`src/pwn_pkg.sv`:
```
// shared types and constants of the polygon winding number unit
// no dependencies
package pwn_pkg;

  localparam int WIND_BITS     = 12;
  localparam int OUT_DATA_BITS = 16;

  localparam logic signed [WIND_BITS-1:0] WIND_MAX = 12'sh7FF;
  localparam logic signed [WIND_BITS-1:0] WIND_MIN = 12'sh800;

  // what the back end does with one edge
  typedef logic [1:0] edge_kind_t;
  localparam edge_kind_t KIND_CLEAR = 2'd0;
  localparam edge_kind_t KIND_NONE  = 2'd1;
  localparam edge_kind_t KIND_UP    = 2'd2;
  localparam edge_kind_t KIND_DOWN  = 2'd3;

  typedef struct packed {
    edge_kind_t kind;
    logic       last;
  } edge_ctl_t;

  localparam int CFG_INDEX_BITS = 1;
  localparam logic [CFG_INDEX_BITS-1:0] CFG_POINT_X = 1'b0;
  localparam logic [CFG_INDEX_BITS-1:0] CFG_POINT_Y = 1'b1;

endpackage

```
`src/pwn_queue.sv`:
```
// small register queue between front and back end
// no package dependencies
module pwn_queue #(
  parameter int WIDTH = 8,
  parameter int DEPTH = 4
) (
  input  logic             clk,
  input  logic             rst,
  input  logic             push,
  input  logic [WIDTH-1:0] push_data,
  output logic             full,
  input  logic             pop,
  output logic [WIDTH-1:0] pop_data,
  output logic             empty
);

  localparam int PTR_BITS = (DEPTH > 1) ? $clog2(DEPTH) : 1;

  logic [WIDTH-1:0]    mem [DEPTH];
  logic [PTR_BITS-1:0] wr_ptr;
  logic [PTR_BITS-1:0] rd_ptr;
  logic [PTR_BITS:0]   count;

  assign full     = (count == (PTR_BITS+1)'(DEPTH));
  assign empty    = (count == '0);
  assign pop_data = mem[rd_ptr];

  always_ff @(posedge clk) begin
    if (rst) begin
      wr_ptr <= '0;
      rd_ptr <= '0;
      count  <= '0;
    end else begin
      if (push) begin
        wr_ptr <= (wr_ptr == PTR_BITS'(DEPTH-1)) ? '0 : wr_ptr + 1'b1;
      end
      if (pop) begin
        rd_ptr <= (rd_ptr == PTR_BITS'(DEPTH-1)) ? '0 : rd_ptr + 1'b1;
      end
      if (push && !pop) begin
        count <= count + 1'b1;
      end else if (pop && !push) begin
        count <= count - 1'b1;
      end
    end
  end

  always_ff @(posedge clk) begin
    if (push) begin
      mem[wr_ptr] <= push_data;
    end
  end

endmodule

```
`src/pwn_front.sv`:
```
// front end: takes vertices, keeps the previous one, classifies each edge
// depends on pwn_pkg
module pwn_front #(
  parameter int COORD_BITS = 24
) (
  input  logic                         clk,
  input  logic                         rst,
  input  logic signed [COORD_BITS-1:0] point_x,
  input  logic signed [COORD_BITS-1:0] point_y,
  input  logic                         in_valid,
  output logic                         in_ready,
  input  logic signed [COORD_BITS-1:0] vertex_x,
  input  logic signed [COORD_BITS-1:0] vertex_y,
  input  logic                         first_vertex,
  input  logic                         last_vertex,
  output logic                         q_push,
  input  logic                         q_full,
  output pwn_pkg::edge_ctl_t           q_ctl,
  output logic signed [COORD_BITS:0]   q_dx,
  output logic signed [COORD_BITS:0]   q_dy,
  output logic signed [COORD_BITS:0]   q_ex,
  output logic signed [COORD_BITS:0]   q_ey
);

  import pwn_pkg::*;

  localparam int DW = COORD_BITS + 1;

  logic signed [COORD_BITS-1:0] prev_x;
  logic signed [COORD_BITS-1:0] prev_y;
  logic                         have_prev;

  assign in_ready = !q_full;
  assign q_push   = in_valid && !q_full;

  // edge vector and point offset from the edge start, one bit wider
  assign q_dx = DW'(vertex_x) - DW'(prev_x);
  assign q_dy = DW'(vertex_y) - DW'(prev_y);
  assign q_ex = DW'(point_x) - DW'(prev_x);
  assign q_ey = DW'(point_y) - DW'(prev_y);

  always_comb begin
    q_ctl.last = last_vertex;
    if (first_vertex || !have_prev) begin
      q_ctl.kind = KIND_CLEAR;
    end else if (prev_y <= point_y) begin
      q_ctl.kind = (vertex_y > point_y) ? KIND_UP : KIND_NONE;
    end else begin
      q_ctl.kind = (vertex_y <= point_y) ? KIND_DOWN : KIND_NONE;
    end
  end

  always_ff @(posedge clk) begin
    if (rst) begin
      have_prev <= 1'b0;
      prev_x    <= '0;
      prev_y    <= '0;
    end else if (q_push) begin
      have_prev <= !last_vertex;
      prev_x    <= vertex_x;
      prev_y    <= vertex_y;
    end
  end

endmodule

```
`src/pwn_back.sv`:
```
// back end: cross product stage, saturating winding count, result register
// depends on pwn_pkg
module pwn_back #(
  parameter int COORD_BITS = 24
) (
  input  logic                                    clk,
  input  logic                                    rst,
  input  logic                                    q_empty,
  output logic                                    q_pop,
  input  pwn_pkg::edge_ctl_t                      q_ctl,
  input  logic signed [COORD_BITS:0]              q_dx,
  input  logic signed [COORD_BITS:0]              q_dy,
  input  logic signed [COORD_BITS:0]              q_ex,
  input  logic signed [COORD_BITS:0]              q_ey,
  output logic                                    out_valid,
  input  logic                                    out_ready,
  output logic signed [pwn_pkg::WIND_BITS-1:0]    winding,
  output logic                                    inside_res
);

  import pwn_pkg::*;

  localparam int DW = COORD_BITS + 1;
  localparam int PW = 2 * DW;
  localparam int SW = PW + 1;

  logic                        s1_valid;
  edge_ctl_t                   s1_ctl;
  logic signed [PW-1:0]        s1_pa;
  logic signed [PW-1:0]        s1_pb;
  logic signed [SW-1:0]        xprod;
  logic                        xprod_pos;
  logic                        xprod_neg;
  logic signed [WIND_BITS-1:0] wind;
  logic signed [WIND_BITS-1:0] wind_next;
  logic                        stall;

  // only a closing edge needs the result register free
  assign stall = s1_valid && s1_ctl.last && out_valid && !out_ready;
  assign q_pop = !q_empty && !stall;

  assign xprod     = SW'(s1_pa) - SW'(s1_pb);
  assign xprod_neg = xprod[SW-1];
  assign xprod_pos = !xprod[SW-1] && (xprod != '0);

  always_comb begin
    wind_next = wind;
    case (s1_ctl.kind)
      KIND_CLEAR: wind_next = '0;
      KIND_UP: begin
        if (xprod_pos && (wind != WIND_MAX)) begin
          wind_next = wind + WIND_BITS'(1);
        end
      end
      KIND_DOWN: begin
        if (xprod_neg && (wind != WIND_MIN)) begin
          wind_next = wind - WIND_BITS'(1);
        end
      end
      default: wind_next = wind;
    endcase
  end

  always_ff @(posedge clk) begin
    if (rst) begin
      s1_valid  <= 1'b0;
      wind      <= '0;
      out_valid <= 1'b0;
    end else begin
      if (!stall && s1_valid && s1_ctl.last) begin
        out_valid <= 1'b1;
      end else if (out_ready) begin
        out_valid <= 1'b0;
      end
      if (!stall) begin
        s1_valid <= q_pop;
        if (s1_valid) begin
          if (s1_ctl.last) begin
            wind <= '0;
          end else begin
            wind <= wind_next;
          end
        end
      end
    end
  end

  always_ff @(posedge clk) begin
    if (!stall) begin
      s1_ctl <= q_ctl;
      s1_pa  <= q_dx * q_ey;
      s1_pb  <= q_ex * q_dy;
      if (s1_valid && s1_ctl.last) begin
        winding    <= wind_next;
        inside_res <= (wind_next != '0);
      end
    end
  end

endmodule

```
`src/polygon_winding_number_unit.sv`:
```
// top level of the polygon winding number unit
// depends on pwn_pkg, pwn_front, pwn_queue, pwn_back
//
// usage
//   set the test point through the cfg channel (index 0 point x, index 1 point y)
//   while the unit is idle; cfg_ready is always high
//   stream polygon vertices on the s_ channel, one per transaction:
//   s_tdata holds vertex x and y, s_tuser marks the first vertex of a polygon,
//   s_tlast marks the closing vertex, which repeats the first one
//   each closing vertex gives one m_ transaction: the saturated winding number
//   and an inside flag
// timing
//   one vertex per cycle while the queue has room; the front end and the back end each
//   take one item per cycle unless stalled, the back end multiplier stage is fully pipelined
//   a closing vertex reaches m_tvalid through the queue, the s1 stage and the result register
// stall
//   a held result only stops the back end when the next closing vertex reaches
//   it; vertices keep flowing into the QUEUE_DEPTH entry queue until it fills,
//   then s_tready drops
// reset
//   rst clears the point, the open polygon, the queue and the result valid flag
module polygon_winding_number_unit #(
  parameter int COORD_BITS  = 24,
  parameter int QUEUE_DEPTH = 4
) (
  input  logic                                    clk,
  input  logic                                    rst,
  // configuration write channel
  input  logic                                    cfg_valid,
  output logic                                    cfg_ready,
  input  logic [pwn_pkg::CFG_INDEX_BITS-1:0]      cfg_index,
  input  logic [COORD_BITS-1:0]                   cfg_data,
  // vertex stream
  input  logic                                    s_tvalid,
  output logic                                    s_tready,
  input  logic [((2*COORD_BITS+7)/8)*8-1:0]       s_tdata,  // vertex_x, vertex_y
  input  logic [0:0]                              s_tuser,  // first_vertex
  input  logic                                    s_tlast,  // last_vertex
  // result stream
  output logic                                    m_tvalid,
  input  logic                                    m_tready,
  output logic [pwn_pkg::OUT_DATA_BITS-1:0]       m_tdata   // winding, inside_res
);

  import pwn_pkg::*;

  localparam int DW       = COORD_BITS + 1;
  localparam int Q_WIDTH  = $bits(edge_ctl_t) + 4 * DW;
  localparam int PAD_BITS = OUT_DATA_BITS - WIND_BITS - 1;

  logic signed [COORD_BITS-1:0] point_x;
  logic signed [COORD_BITS-1:0] point_y;

  // front to queue
  logic                  f_push;
  logic                  q_full;
  edge_ctl_t             f_ctl;
  logic signed [DW-1:0]  f_dx;
  logic signed [DW-1:0]  f_dy;
  logic signed [DW-1:0]  f_ex;
  logic signed [DW-1:0]  f_ey;

  // queue to back
  logic                  q_empty;
  logic                  b_pop;
  logic [Q_WIDTH-1:0]    q_rd;
  edge_ctl_t             b_ctl;
  logic signed [DW-1:0]  b_dx;
  logic signed [DW-1:0]  b_dy;
  logic signed [DW-1:0]  b_ex;
  logic signed [DW-1:0]  b_ey;

  logic signed [WIND_BITS-1:0] winding;
  logic                        inside_res;

  // test point registers
  assign cfg_ready = 1'b1;

  always_ff @(posedge clk) begin
    if (rst) begin
      point_x <= '0;
      point_y <= '0;
    end else if (cfg_valid && cfg_ready) begin
      case (cfg_index)
        CFG_POINT_X: point_x <= cfg_data;
        CFG_POINT_Y: point_y <= cfg_data;
        default: ;
      endcase
    end
  end

  pwn_front #(
    .COORD_BITS (COORD_BITS)
  ) u_front (
    .clk          (clk),
    .rst          (rst),
    .point_x      (point_x),
    .point_y      (point_y),
    .in_valid     (s_tvalid),
    .in_ready     (s_tready),
    .vertex_x     (s_tdata[COORD_BITS-1:0]),
    .vertex_y     (s_tdata[2*COORD_BITS-1:COORD_BITS]),
    .first_vertex (s_tuser[0]),
    .last_vertex  (s_tlast),
    .q_push       (f_push),
    .q_full       (q_full),
    .q_ctl        (f_ctl),
    .q_dx         (f_dx),
    .q_dy         (f_dy),
    .q_ex         (f_ex),
    .q_ey         (f_ey)
  );

  // edge queue decouples classification from the arithmetic
  pwn_queue #(
    .WIDTH (Q_WIDTH),
    .DEPTH (QUEUE_DEPTH)
  ) u_queue (
    .clk       (clk),
    .rst       (rst),
    .push      (f_push),
    .push_data ({f_ctl, f_dx, f_dy, f_ex, f_ey}),
    .full      (q_full),
    .pop       (b_pop),
    .pop_data  (q_rd),
    .empty     (q_empty)
  );

  assign {b_ctl, b_dx, b_dy, b_ex, b_ey} = q_rd;

  pwn_back #(
    .COORD_BITS (COORD_BITS)
  ) u_back (
    .clk        (clk),
    .rst        (rst),
    .q_empty    (q_empty),
    .q_pop      (b_pop),
    .q_ctl      (b_ctl),
    .q_dx       (b_dx),
    .q_dy       (b_dy),
    .q_ex       (b_ex),
    .q_ey       (b_ey),
    .out_valid  (m_tvalid),
    .out_ready  (m_tready),
    .winding    (winding),
    .inside_res (inside_res)
  );

  // result word: winding in the low bits, inside flag above it
  assign m_tdata = {{PAD_BITS{1'b0}}, inside_res, winding};

endmodule

```
`config.mk`:
```
export PLATFORM = sky130hd
export DESIGN_NAME = polygon_winding_number_unit
export DESIGN_NICKNAME = d
export VERILOG_FILES = /design/src/pwn_pkg.sv /design/src/pwn_queue.sv /design/src/pwn_front.sv /design/src/pwn_back.sv /design/src/polygon_winding_number_unit.sv
export SDC_FILE = /design/constraint.sdc
export NUM_CORES = 2
export LEC_CHECK = 0
export BUFFER_PORTS_ARGS = -buffer_cell sky130_fd_sc_hd__clkbuf_2
export CORE_MARGIN = 4
export CORE_UTILIZATION = 53
export DETAILED_ROUTE_END_ITERATION = 8
export PLACE_DENSITY = 0.8
export SLEW_MARGIN = 40
export SYNTH_ARGS = -nofsm -noshare
export SYNTH_HDL_FRONTEND = slang
export SYNTH_SLANG_ARGS = --single-unit
```
`constraint.sdc`:
```
create_clock -name clk -period 26.1 [get_ports clk]
set_input_delay 2.61 -clock clk [delete_from_list [all_inputs] [get_ports clk]]
set_output_delay 2.61 -clock clk [all_outputs]
set_load 0.05 [all_outputs]
```
Word-level counts from Yosys, hierarchy flattened
Memories as Yosys holds them, arrays and structs flattened. A register that Yosys moved wholly into a read port is not among the register bits.
Cells that the tools add are included.
{ "totals": {"regBits": 234, "ramBits": 412, "input_bits": 80, "output_inout_bits": 19, "memories": 1} }
{ "classes": {"n_addsub": 11, "multipliers": 2, "order_cmp": 3, "n_eq_ne": 7, "mux": 18, "bitwise_logic": 2, "reduce_logical": 32} }
{ "memory_table": {"columns": ["memory", "depth", "word_bits", "rd", "rd_clocked_by_memory_dff", "write_ports", "line", "rtl"], "rows": [
  ["u_queue.mem", 4, 103, 1, 1, 1, "pwn_queue.sv:19", "logic [WIDTH-1:0] mem [DEPTH];"]
]} }
{ "op_table": {"columns": ["op", "n"], "rows": [
  ["25-bit by 25-bit multiplier with 50-bit output", 2],
  ["24-bit by 24-bit subtractor with 25-bit output", 4],
  ["51-bit nonzero test", 1],
  ["50-bit by 50-bit subtractor with 51-bit output", 1],
  ["24-bit <= comparator", 2],
  ["12-bit 2-to-1 mux", 3],
  ["12-bit one-hot mux with 3 select lines", 1],
  ["24-bit > comparator", 1],
  ["12-bit != test, second input constant", 2],
  ["2-bit 2-to-1 mux", 8],
  ["12-bit by 2-bit adder with 12-bit output, second input constant", 1],
  ["1-bit logical AND", 12],
  ["12-bit nonzero test", 1],
  ["12-bit by 2-bit subtractor with 12-bit output, second input constant", 1],
  ["1-bit zero test", 9],
  ["2-bit == test, second input constant", 4],
  ["2-bit AND reduction", 4],
  ["3-bit 2-to-1 mux", 2],
  ["2-bit by 1-bit adder with 2-bit output, second input constant", 2],
  ["1-bit 2-to-1 mux", 4],
  ["2-bit nonzero test", 2],
  ["3-bit by 1-bit adder with 3-bit output, second input constant", 1],
  ["3-bit == test, second input constant", 1],
  ["3-bit zero test", 1],
  ["4 further kinds", 5]
]} }

Logic depth before layout (Yosys ltp)
{ "logic_depth": {"ltp_word": 8, "depth_mapped": 39} }

Hierarchy
From an unflattened synthesis, not the netlist that was laid out.
{ "hier_totals": {"cells_unflattened": 7598, "area_unflattened_um2": 78516.6} }
{ "modules_own_cells": {"columns": ["mod", "instances", "cells_each", "area_each_um2"], "rows": [
  ["pwn_back", 1, 5785, 53804.1],
  ["pwn_queue", 1, 582, 15377.2],
  ["pwn_front", 1, 1038, 7279.5],
  ["polygon_winding_number_unit", 1, 193, 2055.7]
]} }

Worst setup path before layout
Ideal clock, no wire load.
{ "synth_path": {"path_type": "reg-to-reg", "startpoint": "register with a tool-made name", "endpoint": "register u_back.s1_pa[47] (data pin)", "setup_time_ns": 0.258, "arrival_time_ns": 9.371, "setup_slack_ns": 16.471, "path_stages_with_launch": 37, "synth_period_minus_slack_ns": 9.629, "cell_sequence": "dfxtp_1 -> clkbuf_1 -> clkbuf_1 -> buf_1 -> clkbuf_1 -> mux2i_1 -> nand2_1 -> o21ai_0 -> clkbuf_1 -> nor2_1 -> fa_1 -> fa_1 -> inv_1 -> fa_1 -> fa_1 -> fa_1 -> inv_1 -> fa_1 -> inv_1 -> fa_1 -> inv_1 -> ha_1 -> nand4_1 -> nor2_1 -> a31o_2 -> a31oi_1 -> o21ai_0 -> a222oi_1 -> a211oi_1 -> o2111ai_1 -> a41o_1 -> a211oi_1 -> a21oi_1 -> o31ai_1 -> a21o_1 -> a21oi_1 -> xnor2_1"} }
{ "synth_rtl": {"columns": ["element", "line", "rtl"], "rows": [
  ["end signal: assignment", "pwn_back.sv:91", "s1_pa <= q_dx * q_ey;"],
  ["end: declaration", "pwn_back.sv:29", "logic signed [PW-1:0] s1_pa;"]
]} }

==> flow_summary.json <==
{
  "final_max_slew_viol_count": 0,
  "synthFlopType": "edfxtp_1",
  "max_cap_viol_count": 0,
  "hp-class": "register to register",
  "viasPerCell": 5.817,
  "synth_top_family_by_area": "adder cells",
  "ios": 99,
  "layout_commonest_cell": "inv_1",
  "drtIter0Drc": 5789,
  "crit_type": "register to register",
  "grt_pass1_wl_um": 348200,
  "fmax_mhz": 91.83,
  "synth-async-reset-ratio_pct": 0,
  "drtAntennaViolNets": 0,
  "grt.total_usage_pct": 30.02,
  "synth-compound-area-share_pct": 7.445,
  "regArea_sq_um": 18270,
  "cts_hold_buf": 0,
  "cts_resized": 0,
  "cts_tree": "done",
  "multiInputGateArea_sq_um": 52000,
  "setup_viol": 0,
  "worstMarginPinSlew_ns": 0.9302,
  "yosysWarnings": 0,
  "die_width_um": 388.8,
  "syn-cell-area_sq_um": 76850,
  "hpwl_um": 173100,
  "cp-start-kind": "register",
  "ys_seq_area_share_pct": 23.76,
  "critPathArrivalTime_ns": 11.27,
  "remaining_drc_errors": 0,
  "period_share_pct": 41.72,
  "vias": 56630,
  "detail_route.wirelength_um": 223300,
  "worst_ep_required_time_ns": 26.48,
  "layout_common_cells": "inv_1 (1498), fa_1 (1320), nand2_1 (1024)",
  "synth_xor_area_share_pct": 2.268,
  "clk_pin_slew_ns": 0.06,
  "synthToLayoutAreaGrowth_pct": 6.766,
  "core_area_sq_um": 143800,
  "die_h_um": 388.8,
  "synth_fa_ha_area_share_pct": 41.97,
  "die_area_sq_um": 151200,
  "synth.area.mux_share_pct": 3.036,
  "cts.sinks": 648,
  "n_fill_cell": 11870,
  "place_congestion": 0.9981,
  "overflow": 0,
  "period_needed_ns": 10.89,
  "grt_start_max_net_pins": 148,
  "nets": 9638,
  "status": "complete, no violations",
  "antenna_found_initial": 7,
  "hold_viol": 0,
  "postSynthCellCount": 7804,
  "cp_max_fo": 58,
  "grt_setup_unrepaired": "no",
  "layout-drive-gt1-share_pct": 6.375,
  "end_kind": "register",
  "slew_headroom_pct": 37.54,
  "yosysUniqueCellTypes": 90,
  "io_buffers": 94,
  "yosys.area_share.simple_pct": 12.63,
  "clockBufferDepth": 3,
  "initial_core_util_pct": 53.43,
  "max_stage_delay_ns": 0.64,
  "cp_common_cell": "fa_1",
  "root_buffer": "clkbuf_16",
  "wl_per_cell_um": 22.94,
  "drt-pass1-iter-count": 6,
  "rows": 139,
  "cts_made_buffers": 72,
  "postSynthAreaPerCell_sq_um": 9.848,
  "clk_latency_ns": 0.69,
  "slowest_stage": "dfxtp_4",
  "synth_enable_flop_cells": 528,
  "grt_pass1_vias": 60310,
  "cts-htree-levels": 3,
  "cts_setup_buffers": 0,
  "synth_seq_cells": 648,
  "skew_ns": 0.07338,
  "tns_ns": 0
}
## sequential cells by signal (all words and copies together) (netlist names), named ones only
signal             flops
u_back.s1_valid        1
point_x               24
u_back.winding        12
u_back.s1_pa          50
u_front.prev_y        24
point_y               24
u_queue.rd_ptr         2
u_back.s1_pb          50
u_back.wind           12
u_back.inside_res      1
u_queue.wr_ptr         2
u_back.out_valid       1
u_back.s1_ctl          3
u_queue.mem          412
u_front.prev_x        24
u_front.have_prev      1
u_queue.count          3
## final cells by class
| class | instances | area share (%) |
|---|---|---|
| multi-input combinational | 5347 | 63.37 |
| sequential | 648 | 22.26 |
| inverter | 1501 | 6.866 |
| tap | 1903 | 2.902 |
| clock buffer | 92 | 2.330 |
| timing repair buffer | 203 | 1.674 |
| clock inverter | 36 | 0.5779 |
| antenna | 5 | 0.01525 |
## per-stage QoR
step | area (sq um) | util (%) | instances | worst slack (ns) | hold WS (ns)
6_report | 82050 | 57.05 | 9735 | 15.21 | 0.4539
5_1_grt | 82050 | 57.05 | 9733 | 14.61 | 0.4745
4_1_cts | 82000 | 57.01 | 9729 | 15.24 | 0.4544
3_5_place_dp | 79610 | 55.35 | 9601 | 15.26 | 0.4463
3_3_place_gp | 79470 | 55.25 | 9597 | 14.89 | 0.4415
2_1_floorplan | 76860 | - | 7806 | 16.47 | 0.4363
## synth_stat cells, types with 9 or more instances
cell	number	area, sq um
mux4_2	26	585.6
edfxtp_1	528	15860
o21bai_1	20	150.1
and2_1	79	494.2
nand3b_1	9	67.56
buf_1	20	75.07
inv_1	1498	5623
nor3_1	60	300.3
o31ai_1	16	120.1
nand2b_1	60	375.4
o211ai_1	15	112.6
a21boi_0	27	202.7
o21ai_0	157	785.8
nor4_1	23	143.9
nand2_1	1025	3847
mux2i_1	88	880.8
a21o_1	82	615.6
o21ai_1	48	240.2
nand3_1	69	345.3
a31oi_1	30	187.7
o2111ai_1	13	113.9
dfxtp_1	120	2402
or2_2	13	81.33
a211oi_1	18	135.1
clkbuf_1	280	1051
nor2_1	742	2785
o21a_1	81	608.1
ha_1	463	5793
nor2b_1	61	381.6
nand4_1	40	250.2
fa_1	1322	26470
or3_1	33	206.5
a21oi_1	274	1371
and3_1	32	200.2
xor2_1	56	490.5
a22oi_1	9	67.56
xnor2_1	143	1252
mux2_2	77	867.1
## final timing paths
check | start | endpoint | slack, ns | depth (start not counted)
hold / removal | u_front.prev_x[11]$_SDFFE_PP0P_ | u_front.prev_x[11]$_SDFFE_PP0P_ | 0.45 | 2
hold reg to reg | u_front.prev_x[11]$_SDFFE_PP0P_ | u_front.prev_x[11]$_SDFFE_PP0P_ | 0.45 | 2
setup reg to reg | register | u_back.s1_pa[47]$_DFFE_PN_ | 15.21 | 34
setup / recovery | register | u_back.s1_pa[47]$_DFFE_PN_ | 15.21 | 34
## cells by family (layout without fill, tap and decap cells)
| logic type | Yosys count | count (layout) |
|---|---|---|
| AO/OA/AOI/OAI | 895 | 895 |
| multiplexers | 191 | 191 |
| adder cells (fa/ha/maj) | 1785 | 1785 |
| XOR/XNOR | 199 | 199 |
| AND/OR/NAND/NOR | 2273 | 2273 |
| buffers and inverters | 1811 | 1832 |
| flip-flops | 648 | 648 |
| other | 2 | 9 |
## routing by layer
| layer | wire length [um] | GRT usage, % | vias up |
|---|---|---|---|
| li1 | - | - | 24510 |
| met1 | 84160 | 38.50 | 28260 |
| met2 | 101700 | 47.63 | 3166 |
| met3 | 24970 | 8.503 | 704 |
| met4 | 12440 | 13.72 | 2 |
| met5 | 13 | 0 | - |
## worst max-delay path: cells and delay by family (launching register included)
| family | cells | cell delay (ns) |
|---|---|---|
| compound gates | 13 | 3.51 |
| mux | 1 | 0.17 |
| simple gates | 4 | 0.78 |
| buf+inv | 7 | 1.44 |
| flops | 1 | 0.64 |
| xor+xnor | 1 | 0.12 |
| fa+ha+maj | 8 | 3.89 |
Power is not shown: default switching activity piles up to over one toggle a cycle in this logic, so the estimate is an artifact.
